--- config.mk ---
export PLATFORM = sky130hd
export DESIGN_NAME = mean_threshold_bright_run_extractor
export DESIGN_NICKNAME = d
export VERILOG_FILES = /design/src/design/mtbr_pkg.sv /design/src/design/mtbr_div.sv /design/src/design/mtbr_runs.sv /design/src/design/mean_threshold_bright_run_extractor.sv
export SDC_FILE = /design/constraint.sdc
export NUM_CORES = 1
export LEC_CHECK = 0
export ABC_AREA = 1
export ABC_CLOCK_PERIOD_IN_PS = 13800
export BUFFER_PORTS_ARGS = -buffer_cell sky130_fd_sc_hd__buf_2
export CORE_ASPECT_RATIO = 1.25
export CORE_UTILIZATION = 55
export DETAILED_ROUTE_END_ITERATION = 6
export PLACE_DENSITY = 0.71
export REMOVE_ABC_BUFFERS = 1
export SLEW_MARGIN = 30
export SYNTH_ARGS = -nofsm -noshare
export SYNTH_HDL_FRONTEND = slang
export SYNTH_SLANG_ARGS = --single-unit
--- constraint.sdc ---
create_clock -name clk_i -period 13.8 [get_ports clk_i]
set_input_delay 0.69 -clock clk_i [delete_from_list [all_inputs] [get_ports clk_i]]
set_output_delay 0.69 -clock clk_i [all_outputs]
set_load 0.1 [all_outputs]
--- src/design/mtbr_pkg.sv ---
// Shared constants, types and register codes of the bright-run extractor.
`timescale 1ns / 1ps
`default_nettype none

package mtbr_pkg;

  localparam int MAX_COLS_DEF = 1024;
  localparam int MAX_ROWS_DEF = 1024;

  localparam int DIM_W  = 11;  // frame_width / frame_height registers
  localparam int SUM_W  = 28;  // channel sums
  localparam int AREA_W = 2 * DIM_W;
  localparam int PIX_W  = 8;
  localparam int LIM_W  = 9;   // signed thresholds
  localparam int NUM_CH = 3;

  localparam int START_W = 10;
  localparam int ROW_W_O = 10;
  localparam int LEN_W   = 11;

  localparam int ADDR_W = 3;
  localparam int DATA_W = 32;

  localparam logic REG_WIDTH  = 1'b0;
  localparam logic REG_HEIGHT = 1'b1;

  localparam logic [1:0] CH_RED   = 2'd0;
  localparam logic [1:0] CH_GREEN = 2'd1;
  localparam logic [1:0] CH_BLUE  = 2'd2;

  typedef struct packed {
    logic              start;
    logic [SUM_W-1:0]  dividend;
    logic [AREA_W-1:0] divisor;
  } div_req_t;

  typedef struct packed {
    logic             busy;
    logic [SUM_W-1:0] quotient;
  } div_rsp_t;

  typedef struct packed {
    logic step;
    logic dark;
  } scan_cmd_t;

  typedef struct packed {
    logic slot_free;
    logic frame_end;
  } scan_sts_t;

endpackage

`default_nettype wire

--- src/design/mtbr_div.sv ---
// Restoring divider, one quotient bit per cycle, shared over the three channels.
`timescale 1ns / 1ps
`default_nettype none

module mtbr_div
  import mtbr_pkg::*;
(
  input  wire logic     clk_i,
  input  wire logic     rst_ni,
  input  wire div_req_t req_i,
  output div_rsp_t      rsp_o
);

  localparam int CNT_W = $clog2(SUM_W + 1);

  logic              busy_q, busy_d;
  logic [CNT_W-1:0]  cnt_q, cnt_d;
  logic [SUM_W-1:0]  dvd_q, dvd_d;    // dividend shifts out, quotient shifts in
  logic [AREA_W-1:0] rem_q, rem_d;
  logic [AREA_W-1:0] dsr_q, dsr_d;
  logic [AREA_W:0]   trial;
  logic              fits;

  assign trial = {rem_q, dvd_q[SUM_W-1]};
  assign fits  = trial >= {1'b0, dsr_q};

  always_comb begin
    busy_d = busy_q;
    cnt_d  = cnt_q;
    dvd_d  = dvd_q;
    rem_d  = rem_q;
    dsr_d  = dsr_q;
    if (req_i.start) begin
      busy_d = 1'b1;
      cnt_d  = CNT_W'(SUM_W);
      dvd_d  = req_i.dividend;
      rem_d  = '0;
      dsr_d  = req_i.divisor;
    end else if (busy_q) begin
      rem_d = fits ? AREA_W'(trial - {1'b0, dsr_q}) : trial[AREA_W-1:0];
      dvd_d = {dvd_q[SUM_W-2:0], fits};
      cnt_d = cnt_q - CNT_W'(1);
      if (cnt_q == CNT_W'(1)) begin
        busy_d = 1'b0;
      end
    end
  end

  always_ff @(posedge clk_i or negedge rst_ni) begin
    if (!rst_ni) begin
      busy_q <= 1'b0;
      cnt_q  <= '0;
    end else begin
      busy_q <= busy_d;
      cnt_q  <= cnt_d;
    end
  end

  always_ff @(posedge clk_i) begin
    dvd_q <= dvd_d;
    rem_q <= rem_d;
    dsr_q <= dsr_d;
  end

  assign rsp_o.busy     = busy_q;
  assign rsp_o.quotient = dvd_q;

endmodule

`default_nettype wire

--- src/design/mtbr_runs.sv ---
// Scan position, run tracking and the output word register.
`timescale 1ns / 1ps
`default_nettype none

module mtbr_runs
  import mtbr_pkg::*;
#(
  parameter int MAX_COLS = MAX_COLS_DEF,
  parameter int MAX_ROWS = MAX_ROWS_DEF
) (
  input  wire logic             clk_i,
  input  wire logic             rst_ni,
  input  wire scan_cmd_t        cmd_i,
  input  wire logic [DIM_W-1:0] width_i,
  input  wire logic [DIM_W-1:0] height_i,
  output scan_sts_t             sts_o,
  output logic                  out_valid_o,
  input  wire logic             out_ready_i,
  output logic [START_W-1:0]    run_start_o,
  output logic [ROW_W_O-1:0]    run_row_o,
  output logic [LEN_W-1:0]      run_length_o
);

  localparam int CNT_W = $clog2(MAX_COLS + 1);
  localparam int COL_W = $clog2(MAX_COLS);
  localparam int ROW_W = (MAX_ROWS > 1) ? $clog2(MAX_ROWS) : 1;

  logic [COL_W-1:0] col_q, col_d;
  logic [ROW_W-1:0] row_q, row_d;
  logic [CNT_W-1:0] dpos_q, dpos_d;
  logic [CNT_W-1:0] blen_q, blen_d;
  logic             ovld_q, ovld_d;
  logic [START_W-1:0] ostart_q, ostart_d;
  logic [ROW_W_O-1:0] orow_q, orow_d;
  logic [LEN_W-1:0]   olen_q, olen_d;

  logic [CNT_W-1:0] dpos1, blen1;
  logic             emit_dark, emit_end, row_end, last_row;

  always_comb begin
    emit_dark = cmd_i.dark && (blen_q != '0);
    dpos1     = cmd_i.dark ? CNT_W'(dpos_q + blen_q + CNT_W'(1)) : dpos_q;
    blen1     = cmd_i.dark ? '0 : CNT_W'(blen_q + CNT_W'(1));
    row_end   = (32'(col_q) + 32'd1) >= 32'(width_i);
    emit_end  = row_end && (blen1 != '0);
    last_row  = (32'(row_q) + 32'd1) >= 32'(height_i);
  end

  always_comb begin
    col_d    = col_q;
    row_d    = row_q;
    dpos_d   = dpos_q;
    blen_d   = blen_q;
    ovld_d   = ovld_q && !out_ready_i;
    ostart_d = ostart_q;
    orow_d   = orow_q;
    olen_d   = olen_q;
    if (cmd_i.step) begin
      if (emit_dark || emit_end) begin
        ovld_d   = 1'b1;
        ostart_d = emit_dark ? START_W'(dpos_q) : START_W'(dpos1);
        orow_d   = ROW_W_O'(row_q);
        olen_d   = emit_dark ? LEN_W'(blen_q) : LEN_W'(blen1);
      end
      if (row_end) begin
        col_d  = '0;
        dpos_d = '0;
        blen_d = '0;
        row_d  = last_row ? '0 : ROW_W'(row_q + ROW_W'(1));
      end else begin
        col_d  = COL_W'(col_q + COL_W'(1));
        dpos_d = dpos1;
        blen_d = blen1;
      end
    end
  end

  always_ff @(posedge clk_i or negedge rst_ni) begin
    if (!rst_ni) begin
      col_q  <= '0;
      row_q  <= '0;
      dpos_q <= '0;
      blen_q <= '0;
      ovld_q <= 1'b0;
    end else begin
      col_q  <= col_d;
      row_q  <= row_d;
      dpos_q <= dpos_d;
      blen_q <= blen_d;
      ovld_q <= ovld_d;
    end
  end

  always_ff @(posedge clk_i) begin
    ostart_q <= ostart_d;
    orow_q   <= orow_d;
    olen_q   <= olen_d;
  end

  assign sts_o.slot_free = !ovld_q || out_ready_i;
  assign sts_o.frame_end = cmd_i.step && row_end && last_row;

  assign out_valid_o  = ovld_q;
  assign run_start_o  = ostart_q;
  assign run_row_o    = orow_q;
  assign run_length_o = olen_q;

endmodule

`default_nettype wire

--- src/design/mean_threshold_bright_run_extractor.sv ---
// Top level: configuration port, channel sums, thresholds and the item sequencer.
// The input is not ready while a word is in work: an accumulate word passes
// through S_ACC, a scan word through S_SCAN, where it waits for the
// output register to free up. The first scan word of a frame also computes the
// three thresholds, through S_AREA, S_DIV_GO and S_DIV_WAIT, on one shared
// restoring divider that yields one quotient bit per cycle. Results sit in an
// output register, so the next word is taken while a run waits to be read.
// There is no clearing pass after reset.
`timescale 1ns / 1ps
`default_nettype none

module mean_threshold_bright_run_extractor
  import mtbr_pkg::*;
#(
  parameter int MAX_COLS = MAX_COLS_DEF,
  parameter int MAX_ROWS = MAX_ROWS_DEF
) (
  input  wire logic              clk_i,
  input  wire logic              rst_ni,
  input  wire logic              psel,
  input  wire logic              penable,
  input  wire logic              pwrite,
  input  wire logic [ADDR_W-1:0] paddr,
  input  wire logic [DATA_W-1:0] pwdata,
  output logic [DATA_W-1:0]      prdata,
  output logic                   pready,
  input  wire logic              in_valid_i,
  output logic                   in_ready_o,
  input  wire logic              opcode_i,
  input  wire logic [PIX_W-1:0]  red_i,
  input  wire logic [PIX_W-1:0]  green_i,
  input  wire logic [PIX_W-1:0]  blue_i,
  output logic                   out_valid_o,
  input  wire logic              out_ready_i,
  output logic [START_W-1:0]     run_start_o,
  output logic [ROW_W_O-1:0]     run_row_o,
  output logic [LEN_W-1:0]       run_length_o
);

  localparam logic [DIM_W-1:0] COL_LIM = DIM_W'((MAX_COLS > 2047) ? 2047 : MAX_COLS);
  localparam logic [DIM_W-1:0] ROW_LIM = DIM_W'((MAX_ROWS > 2047) ? 2047 : MAX_ROWS);
  localparam logic [SUM_W-1:0] SUM_MAX = '1;

  typedef enum logic [5:0] {
    S_IDLE     = 6'b000001,
    S_ACC      = 6'b000010,
    S_AREA     = 6'b000100,
    S_DIV_GO   = 6'b001000,
    S_DIV_WAIT = 6'b010000,
    S_SCAN     = 6'b100000
  } state_e;

  function automatic logic [SUM_W-1:0] sat_add(logic [SUM_W-1:0] s, logic [PIX_W-1:0] v);
    logic [SUM_W:0] t;
    t = {1'b0, s} + (SUM_W + 1)'(v);
    return t[SUM_W] ? SUM_MAX : t[SUM_W-1:0];
  endfunction

  function automatic logic below(logic [PIX_W-1:0] v, logic signed [LIM_W-1:0] lim);
    return $signed({2'b00, v}) < $signed({lim[LIM_W-1], lim});
  endfunction

  state_e state_q, state_d;

  logic [DIM_W-1:0] fwidth_q, fheight_q;
  logic [DIM_W-1:0] width_c, height_c;
  logic             cfg_wr;

  logic [PIX_W-1:0] pix_q [NUM_CH];
  logic [SUM_W-1:0] sum_q [NUM_CH];
  logic [SUM_W-1:0] sum_d [NUM_CH];
  logic signed [LIM_W-1:0] lim_q [NUM_CH];
  logic signed [LIM_W-1:0] lim_d [NUM_CH];
  logic             ready_q, ready_d;   // thresholds valid for this frame
  logic [1:0]       ch_q, ch_d;
  logic [AREA_W-1:0] area_q;

  logic [PIX_W-1:0]    mean;
  logic [PIX_W-2:0]    half;
  logic signed [LIM_W-1:0] lim_new;

  div_req_t  div_req;
  div_rsp_t  div_rsp;
  scan_cmd_t scan_cmd;
  scan_sts_t scan_sts;

  // Configuration port
  assign cfg_wr = psel && penable && pwrite && pready;
  assign pready = 1'b1;
  assign prdata = (paddr[2] == REG_HEIGHT) ? DATA_W'(fheight_q) : DATA_W'(fwidth_q);

  always_ff @(posedge clk_i or negedge rst_ni) begin
    if (!rst_ni) begin
      fwidth_q  <= DIM_W'(640);
      fheight_q <= DIM_W'(480);
    end else if (cfg_wr) begin
      if (paddr[2] == REG_WIDTH) begin
        fwidth_q <= pwdata[DIM_W-1:0];
      end else begin
        fheight_q <= pwdata[DIM_W-1:0];
      end
    end
  end

  // A zero dimension counts as one, a large one as the maximum
  assign width_c  = (fwidth_q == '0) ? DIM_W'(1) :
                    ((fwidth_q > COL_LIM) ? COL_LIM : fwidth_q);
  assign height_c = (fheight_q == '0) ? DIM_W'(1) :
                    ((fheight_q > ROW_LIM) ? ROW_LIM : fheight_q);

  // Threshold from the divider's quotient
  always_comb begin
    mean = (div_rsp.quotient[SUM_W-1:PIX_W] != '0) ? '1 : div_rsp.quotient[PIX_W-1:0];
    half = 7'((8'd255 - mean) >> 1);
    if (ch_q == CH_RED) begin
      lim_new = $signed({1'b0, mean} + LIM_W'(half));
    end else begin
      lim_new = $signed({1'b0, mean} - LIM_W'(half));
    end
  end

  always_comb begin
    state_d = state_q;
    ready_d = ready_q;
    ch_d    = ch_q;
    sum_d   = sum_q;
    lim_d   = lim_q;
    div_req.start    = 1'b0;
    div_req.dividend = sum_q[ch_q];
    div_req.divisor  = area_q;
    scan_cmd.step    = 1'b0;
    scan_cmd.dark    = below(pix_q[CH_RED], lim_q[CH_RED]) ||
                       below(pix_q[CH_GREEN], lim_q[CH_GREEN]) ||
                       below(pix_q[CH_BLUE], lim_q[CH_BLUE]);
    unique case (state_q)
      S_IDLE: begin
        if (in_valid_i) begin
          if (!opcode_i) begin
            state_d = S_ACC;
          end else if (ready_q) begin
            state_d = S_SCAN;
          end else begin
            state_d = S_AREA;
            ch_d    = CH_RED;
          end
        end
      end
      S_ACC: begin
        for (int c = 0; c < NUM_CH; c++) begin
          sum_d[c] = sat_add(sum_q[c], pix_q[c]);
        end
        state_d = S_IDLE;
      end
      S_AREA: begin
        state_d = S_DIV_GO;
      end
      S_DIV_GO: begin
        div_req.start = 1'b1;
        state_d       = S_DIV_WAIT;
      end
      S_DIV_WAIT: begin
        if (!div_rsp.busy) begin
          lim_d[ch_q] = lim_new;
          if (ch_q == CH_BLUE) begin
            for (int c = 0; c < NUM_CH; c++) begin
              sum_d[c] = '0;
            end
            ready_d = 1'b1;
            state_d = S_SCAN;
          end else begin
            ch_d    = ch_q + 2'd1;
            state_d = S_DIV_GO;
          end
        end
      end
      S_SCAN: begin
        // hold until the output register can take a word
        if (scan_sts.slot_free) begin
          scan_cmd.step = 1'b1;
          state_d       = S_IDLE;
          if (scan_sts.frame_end) begin
            ready_d = 1'b0;
          end
        end
      end
      default: begin
        state_d = S_IDLE;
      end
    endcase
  end

  always_ff @(posedge clk_i or negedge rst_ni) begin
    if (!rst_ni) begin
      state_q <= S_IDLE;
      ready_q <= 1'b0;
      ch_q    <= CH_RED;
      for (int c = 0; c < NUM_CH; c++) begin
        sum_q[c] <= '0;
        lim_q[c] <= '0;
      end
    end else begin
      state_q <= state_d;
      ready_q <= ready_d;
      ch_q    <= ch_d;
      sum_q   <= sum_d;
      lim_q   <= lim_d;
    end
  end

  always_ff @(posedge clk_i) begin
    if (in_valid_i && in_ready_o) begin
      pix_q[CH_RED]    <= red_i;
      pix_q[CH_GREEN]  <= green_i;
      pix_q[CH_BLUE]   <= blue_i;
    end
    if (state_q == S_AREA) begin
      area_q <= AREA_W'(width_c) * AREA_W'(height_c);
    end
  end

  assign in_ready_o = (state_q == S_IDLE);

  mtbr_div u_div (
    .clk_i  (clk_i),
    .rst_ni (rst_ni),
    .req_i  (div_req),
    .rsp_o  (div_rsp)
  );

  mtbr_runs #(
    .MAX_COLS (MAX_COLS),
    .MAX_ROWS (MAX_ROWS)
  ) u_runs (
    .clk_i        (clk_i),
    .rst_ni       (rst_ni),
    .cmd_i        (scan_cmd),
    .width_i      (width_c),
    .height_i     (height_c),
    .sts_o        (scan_sts),
    .out_valid_o  (out_valid_o),
    .out_ready_i  (out_ready_i),
    .run_start_o  (run_start_o),
    .run_row_o    (run_row_o),
    .run_length_o (run_length_o)
  );

endmodule

`default_nettype wire

Word level (Yosys, flattened, before mapping)
Memory sizes are Yosys's and may differ from the RTL's.
Index checks and enable logic that the tools add are counted.
{"block": "word_totals", "memories": 1, "ram_bits": 24, "register_bits": 316, "input_bits": 67}
{"block": "op_classes", "muxes": 60, "n_addsub": 16, "n_lt_le_gt_ge": 10, "n_reduce_logical": 36, "n_bitwise": 3, "multipliers": 1, "eq_ne": 16}
{"memory": "pix_q", "depth": 3, "width": 8, "rd": 3, "rd_clocked_by_memory_dff": 0, "write_ports": 3, "line_no": "mean_threshold_bright_run_extractor.sv:69", "source": "logic [PIX_W-1:0] pix_q [NUM_CH];"}
{"op": "28-bit 2-to-1 mux", "count": 7}
{"op": "84-bit 2-to-1 mux", "count": 2}
{"op": "84-bit case mux with 2 select lines", "count": 1}
{"op": "11-bit 2-to-1 mux", "count": 10}
{"op": "28-bit by 8-bit adder with 29-bit output", "count": 3}
{"op": "32-bit by 11-bit >= comparator with 1-bit output", "count": 2}
{"op": "28-bit binary-select mux with 2-bit select", "count": 1}
{"op": "6-bit 2-to-1 mux", "count": 6}
{"op": "10-bit 2-to-1 mux", "count": 3}
{"op": "6-bit case mux with 5 select lines", "count": 1}
{"op": "27-bit bitwise mux", "count": 1}
{"op": "9-bit less-than comparator", "count": 3}
{"op": "23-bit by 22-bit >= comparator with 1-bit output", "count": 1}
{"op": "10-bit by 1-bit adder with 11-bit output, second input constant", "count": 2}
{"op": "11-bit by 1-bit adder with 11-bit output, second input constant", "count": 2}
{"op": "11-bit greater-than comparator, second input constant", "count": 2}
{"op": "11-bit logical NOT", "count": 2}
{"op": "11-bit by 11-bit multiplier with 22-bit output", "count": 1}
{"op": "22-bit 2-to-1 mux", "count": 1}
{"op": "11-bit nonzero test", "count": 2}
{"op": "22-bit subtractor", "count": 1}
{"op": "10-bit by 1-bit adder with 10-bit output, second input constant", "count": 2}
{"op": "20-bit nonzero test", "count": 1}
{"op": "9-bit demux with 2-bit select", "count": 1}
{"op": "other kinds (36)", "count": 84}

Longest topological paths before layout
An unclocked memory read counts as a cell.
{"block": "depth", "word_depth": 10, "ltp_mapped": 29, "depth_no_buf": 29}

By module
Synthesis repeated with hierarchy kept, for this count alone.
{"block": "hier_totals", "cells_unflattened": 3426, "hier_area_um2": 25858.6}
{"mod": "mean_threshold_bright_run_extractor", "area_per_inst_um2": 16434.5, "n_inst": 1, "seq_area_each_um2": 4943.5, "cells_per_inst": 2202}
{"mod": "mtbr_div", "area_per_inst_um2": 4928.5, "n_inst": 1, "seq_area_each_um2": 2092.0, "cells_per_inst": 669}
{"mod": "mtbr_runs", "area_per_inst_um2": 4495.6, "n_inst": 1, "seq_area_each_um2": 1981.9, "cells_per_inst": 555}

Worst setup path after synthesis
Ideal clock, no wire load.
{"block": "synth_path", "path_kind": "register to register", "start": "register fheight_q[8]", "end": "register area_q[19] (data pin)", "setup_slack_ps": 8023, "n_path_buf": 0, "t_arrival_ps": 5518, "path_stages_with_launch": 26, "period_less_slack_ps": 5777, "t_required_ps": 13541, "path_cell_list": "dfstp_2 > nor2_1 > nand3_1 > nor4_1 > nor2_1 > clkinv_1 > nand2_2 > inv_1 > nand2_1 > fa_1 > fa_1 > inv_1 > fa_1 > fa_1 > inv_1 > fa_1 > inv_1 > ha_1 > a21o_1 > nor2_1 > o21ai_0 > a21oi_1 > o21bai_1 > nand3_1 > nand2_1 > xor2_1"}
{"block": "synth_between", "elab_chain_cells": 4}
{"element": "from (decl)", "line_no": "mean_threshold_bright_run_extractor.sv:65", "source": "logic [DIM_W-1:0] fwidth_q, fheight_q;"}
{"element": "from (signal assigned)", "line_no": "mean_threshold_bright_run_extractor.sv:100", "source": "fheight_q <= pwdata[DIM_W-1:0];"}
{"element": "11-bit greater-than comparator", "line_no": "mean_threshold_bright_run_extractor.sv:109", "source": "((fheight_q > ROW_LIM) ? ROW_LIM : fheight_q);"}
{"element": "11-bit 2-to-1 mux", "line_no": "mean_threshold_bright_run_extractor.sv:109"}
{"element": "11-bit 2-to-1 mux (*)", "line_no": "mean_threshold_bright_run_extractor.sv:108", "source": "assign height_c = (fheight_q == '0) ? DIM_W'(1) :"}
{"element": "11-bit by 11-bit multiplier with 22-bit output (*)", "line_no": "mean_threshold_bright_run_extractor.sv:217", "source": "area_q <= AREA_W'(width_c) * AREA_W'(height_c);"}
{"element": "to (signal assigned)", "line_no": "mean_threshold_bright_run_extractor.sv:217"}
{"element": "to (decl)", "line_no": "mean_threshold_bright_run_extractor.sv:76", "source": "logic [AREA_W-1:0] area_q;"}
Mark *: on every way between the ends. The rest lies on a longest branch, timed or not.
A chain may end at the register's enable or synchronous reset.

Worst setup path in the final report
{"block": "layout_path", "start": "register fwidth_q[0]", "end": "register area_q[16] (data pin)"}
{"block": "layout_between", "elab_chain_cells": 4}
{"element": "from (decl)", "line_no": "mean_threshold_bright_run_extractor.sv:65"}
{"element": "from (signal assigned)", "line_no": "mean_threshold_bright_run_extractor.sv:98", "source": "fwidth_q <= pwdata[DIM_W-1:0];"}
{"element": "11-bit greater-than comparator", "line_no": "mean_threshold_bright_run_extractor.sv:107", "source": "((fwidth_q > COL_LIM) ? COL_LIM : fwidth_q);"}
{"element": "11-bit 2-to-1 mux", "line_no": "mean_threshold_bright_run_extractor.sv:107"}
{"element": "11-bit 2-to-1 mux (*)", "line_no": "mean_threshold_bright_run_extractor.sv:106", "source": "assign width_c = (fwidth_q == '0) ? DIM_W'(1) :"}
{"element": "11-bit by 11-bit multiplier with 22-bit output (*)", "line_no": "mean_threshold_bright_run_extractor.sv:217"}
Marks and branches as above.

==> metrics.md <==
| Metric | Value |
|---|---|
| Run status | completed |
| Sequential Power Share | about a third |
| Sum of net half-perimeters after detailed placement | 47.2 mm |
| Layout cells sized above 1 | under 10% |
| Die height | between 200 and 250 µm |
| Filler cell count | 3964 |
| Crit. End Element | flop |
| Clock root buffer | clkbuf_16 |
| Starting Density | 56.0% |
| Mean Syn Cell Area | 8.05 µm² |
| Initial antenna violation count | 3 |
| Gr ovfl total | 0 |
| P_int | 2.65 mW |
| Sum Neg Setup Slack | 0 ps |
| Largest net degree at the start of global routing | 80 |
| Clock sink total | 339 |
| Mean routed wirelength per cell | 16.8 µm |
| Dominant cells by area after synthesis | dfrtp_1 18%, edfxtp_1 15%, nand2_1 10%, ha_1 8.9%, inv_1 7.0% |
| Placed Area | 25700 µm² |
| Sequential-to-total area share from yosys stat | 36.3% |
| Routed wire length | 63.2 mm |
| Sw Ratio | 43.2% |
| Slew HR | between 40% and 50% |
| Ys flop type | dfrtp_1 |
| Sw power | roughly 2 mW |
| Worst path arrival time | 7100 ps |
| Worst-margin pin slew | approximately 880 ps |
| Layout overhead on the synthesized area | 8.79% |
| HP Class | input pin to async pin |
| Slowest cell delay on critical path | 540 ps |
| Max-Cap Viols | 0 |
| Die width | around 190 µm |
| Synthesized instance count | approximately 3000 |
| Core Footprint | roughly 44000 µm² |
| I/O Pins | 133 |
| Drt drc | 0 |
| Max-slew violations | 0 |
| Number of global-route vias before repair | 20500 |
| F_max | between 100 and 150 MHz |
| Hold_buf cts | 0 |
| Area leader, netlist | dfrtp_1 |
| CTS Buf Count | 38 |
| CP Max Fanout | 9 |
| Area share of the leading cell type in the synthesized netlist | 18.4% |
| DR iter-0 viols | 1376 |
| DR vias/cell | 5.57 |
| Post-CTS Resized | 0 |
| # setup viols final | 0 |
| Synth warn | 0 |
| Post-synth top cells | 659 x nand2_1, 464 x inv_1, 273 x o21ai_0 |
| Cell Count, Final, Fillers Out | 3755 |
| Worst Setup Path Type | flop to flop |
| Drt pass-1 iters | 5 |
| Inst Count DP | 3686 |
| Static leakage power | around 13 nW |
| Via count | 20900 |
| CP max-delay cell | fa_1 |
| Post-CTS setup buffer count | 0 |
| Die area | 46000 µm² |
| Tmin final | 6790 ps |
| Max clock buf depth | 3 |
| Worst skew pair latency | 570 ps |
| Clock share of power | 23.8% |
| Gate power share | approximately 44% |
| Layout Nets | 3483 |
| WP data required | 14120 ps |
| Cells along the critical path | nor4_1 > nand4_1 > nand2_1 > inv_1 > nor2_1 > clkinv_1 > nor2_1 > fa_1 > fa_1 > fa_1 > fa_1 > inv_1 > fa_1 > inv_1 > ha_1 > nand2_1 > nor2_1 > o21ai_0 > o211ai_1 > a31oi_1 > o21ai_0 > nand2_1 > nand3_1 > nand2_1 |
| H-tree Lvls | 2 |
| Overall Global Routing Usage | 27.9% |
| Final period utilization | 49.2% |
| RSZ-0062 raised after global routing | no |
| DRT antenna net count | 0 |
| Top cell by count, worst path | fa_1 |
| Final hold viol count | 0 |
| Diode count | 0 |
| Netlist cell types | 68 |
| Port bufs | 87 |
| Most common cell in the netlist | nand2_1 |
| RePlAce Congestion | 0.938 |
| Design area | approximately 27000 µm² |
| Crit start category | flop |
| Clk slew on worst S/H paths | about 60 ps |
| First-pass GRT wire length | 102 mm |
| Synth Register Bits | 339 |
| FP Rows | 86 |
| Fraction of registers with async set/reset | around 56% |
| Max IR drop VDD | 0.000134 V |
| Power density over the cells | between 150 and 200 nW/µm² |
| Post-Syn Area | about 25000 µm² |
| Post-synth EDFFs | 127 |
| Final Skew | 34.7 ps |
| CTS tree | built |
[flip-flops by register name, indices dropped and copies added, names as in the netlist, 11 cells and up]
| name | cells |
|---|---|
| fwidth_q | 11 |
| lim_q | 27 |
| u_runs.blen_q | 11 |
| u_runs.run_length_o | 11 |
| area_q | 22 |
| sum_q | 84 |
| pix_q | 24 |
| fheight_q | 11 |
| u_div.dvd_q | 28 |
| u_div.rem_q | 22 |
| u_div.dsr_q | 22 |
[power groups by stage]
stage	clock [mW]	sequential, mW	combinational (mW)
after CTS	1.13	1.49	2.07
after global routing	1.17	1.51	2.33
after global placement	0	1.50	1.99
after floorplan	0	1.54	1.47
final	1.11	1.49	2.07
after detailed placement	0	1.50	2.05
[critical path, delay by kind of cell (launching register included)]
kind	cells	cell delay [ps]
fa+ha+maj	6	2910
simple gates	10	1930
buf+inv	4	650
compound gates	4	620
flops	1	410
[per-stage QoR]
step	setup WS, ps	power, mW	hold WS, ps	utilization [%]
floorplan	8020	3.01	394	-
global placement	7140	3.49	405	57.8
detailed placement	7040	3.56	407	57.9
CTS	7040	4.70	51.2	60.9
global route	6560	5.01	74.5	60.9
finish	7010	4.67	72.9	60.9
[per-layer routing]
layer | routed length, µm | track usage, % | part of all wire [%] | vias to the layer above
li1 | - | - | - | 10200
met1 | 26500 | 34.9 | 42 | 9969
met2 | 31300 | 48.7 | 50 | 578
met3 | 3300 | 4.10 | 5.2 | 131
met4 | 2070 | 10.3 | 3.3 | 6
met5 | 36 | 0 | 0.057 | -
[final timing paths]
path	depth (start not counted)	end	startpoint	slack (ps)
min	1	lim_q[24]	rst_ni	70
max reg2reg	24	area_q[16]	fwidth_q[0]	7010
min reg2reg	0	u_div.dsr_q[11]	area_q[11]	420
max	24	area_q[16]	fwidth_q[0]	7010
max in group asynchronous	3	u_runs.blen_q[9]	rst_ni	12600
min in group clk_i	1	pix_q[0][15]	green_i[7]	290
[cells in the final DEF (no fill, tap or decap), drive strengths merged, types with 23 or more instances in the layout]
master,n
inv,481
nand3,156
nor3,53
nand2,674
xor2,77
ha,177
xnor2,25
edfxtp,127
nor2,252
clkbuf,48
o21ai,322
a21oi,132
fa,85
buf,98
nor4,23
dfrtp,183
nand4,42
[final cells by class]
class	instances	area, µm²	area share (%)
multi-input combinational	2189	13600	50.2
sequential	339	9020	33.4
inverter	487	1830	6.79
clock buffer	47	1030	3.80
tap	572	716	2.65
timing repair buffer	99	551	2.04
clock inverter	22	317	1.17
[cell families after synthesis]
family / share of synthesized area [%]
AOI/OAI and AO/OA: 13.0
xor gates and xnor gates: 3.60
and+or+nand+nor: 21.7
buffers and inverters: 9.48
other: 0.0302
adders and majority gates: 15.8
DFF: 36.3
muxes: 0.0907
Note: power is estimated with default switching activity, not from simulation.
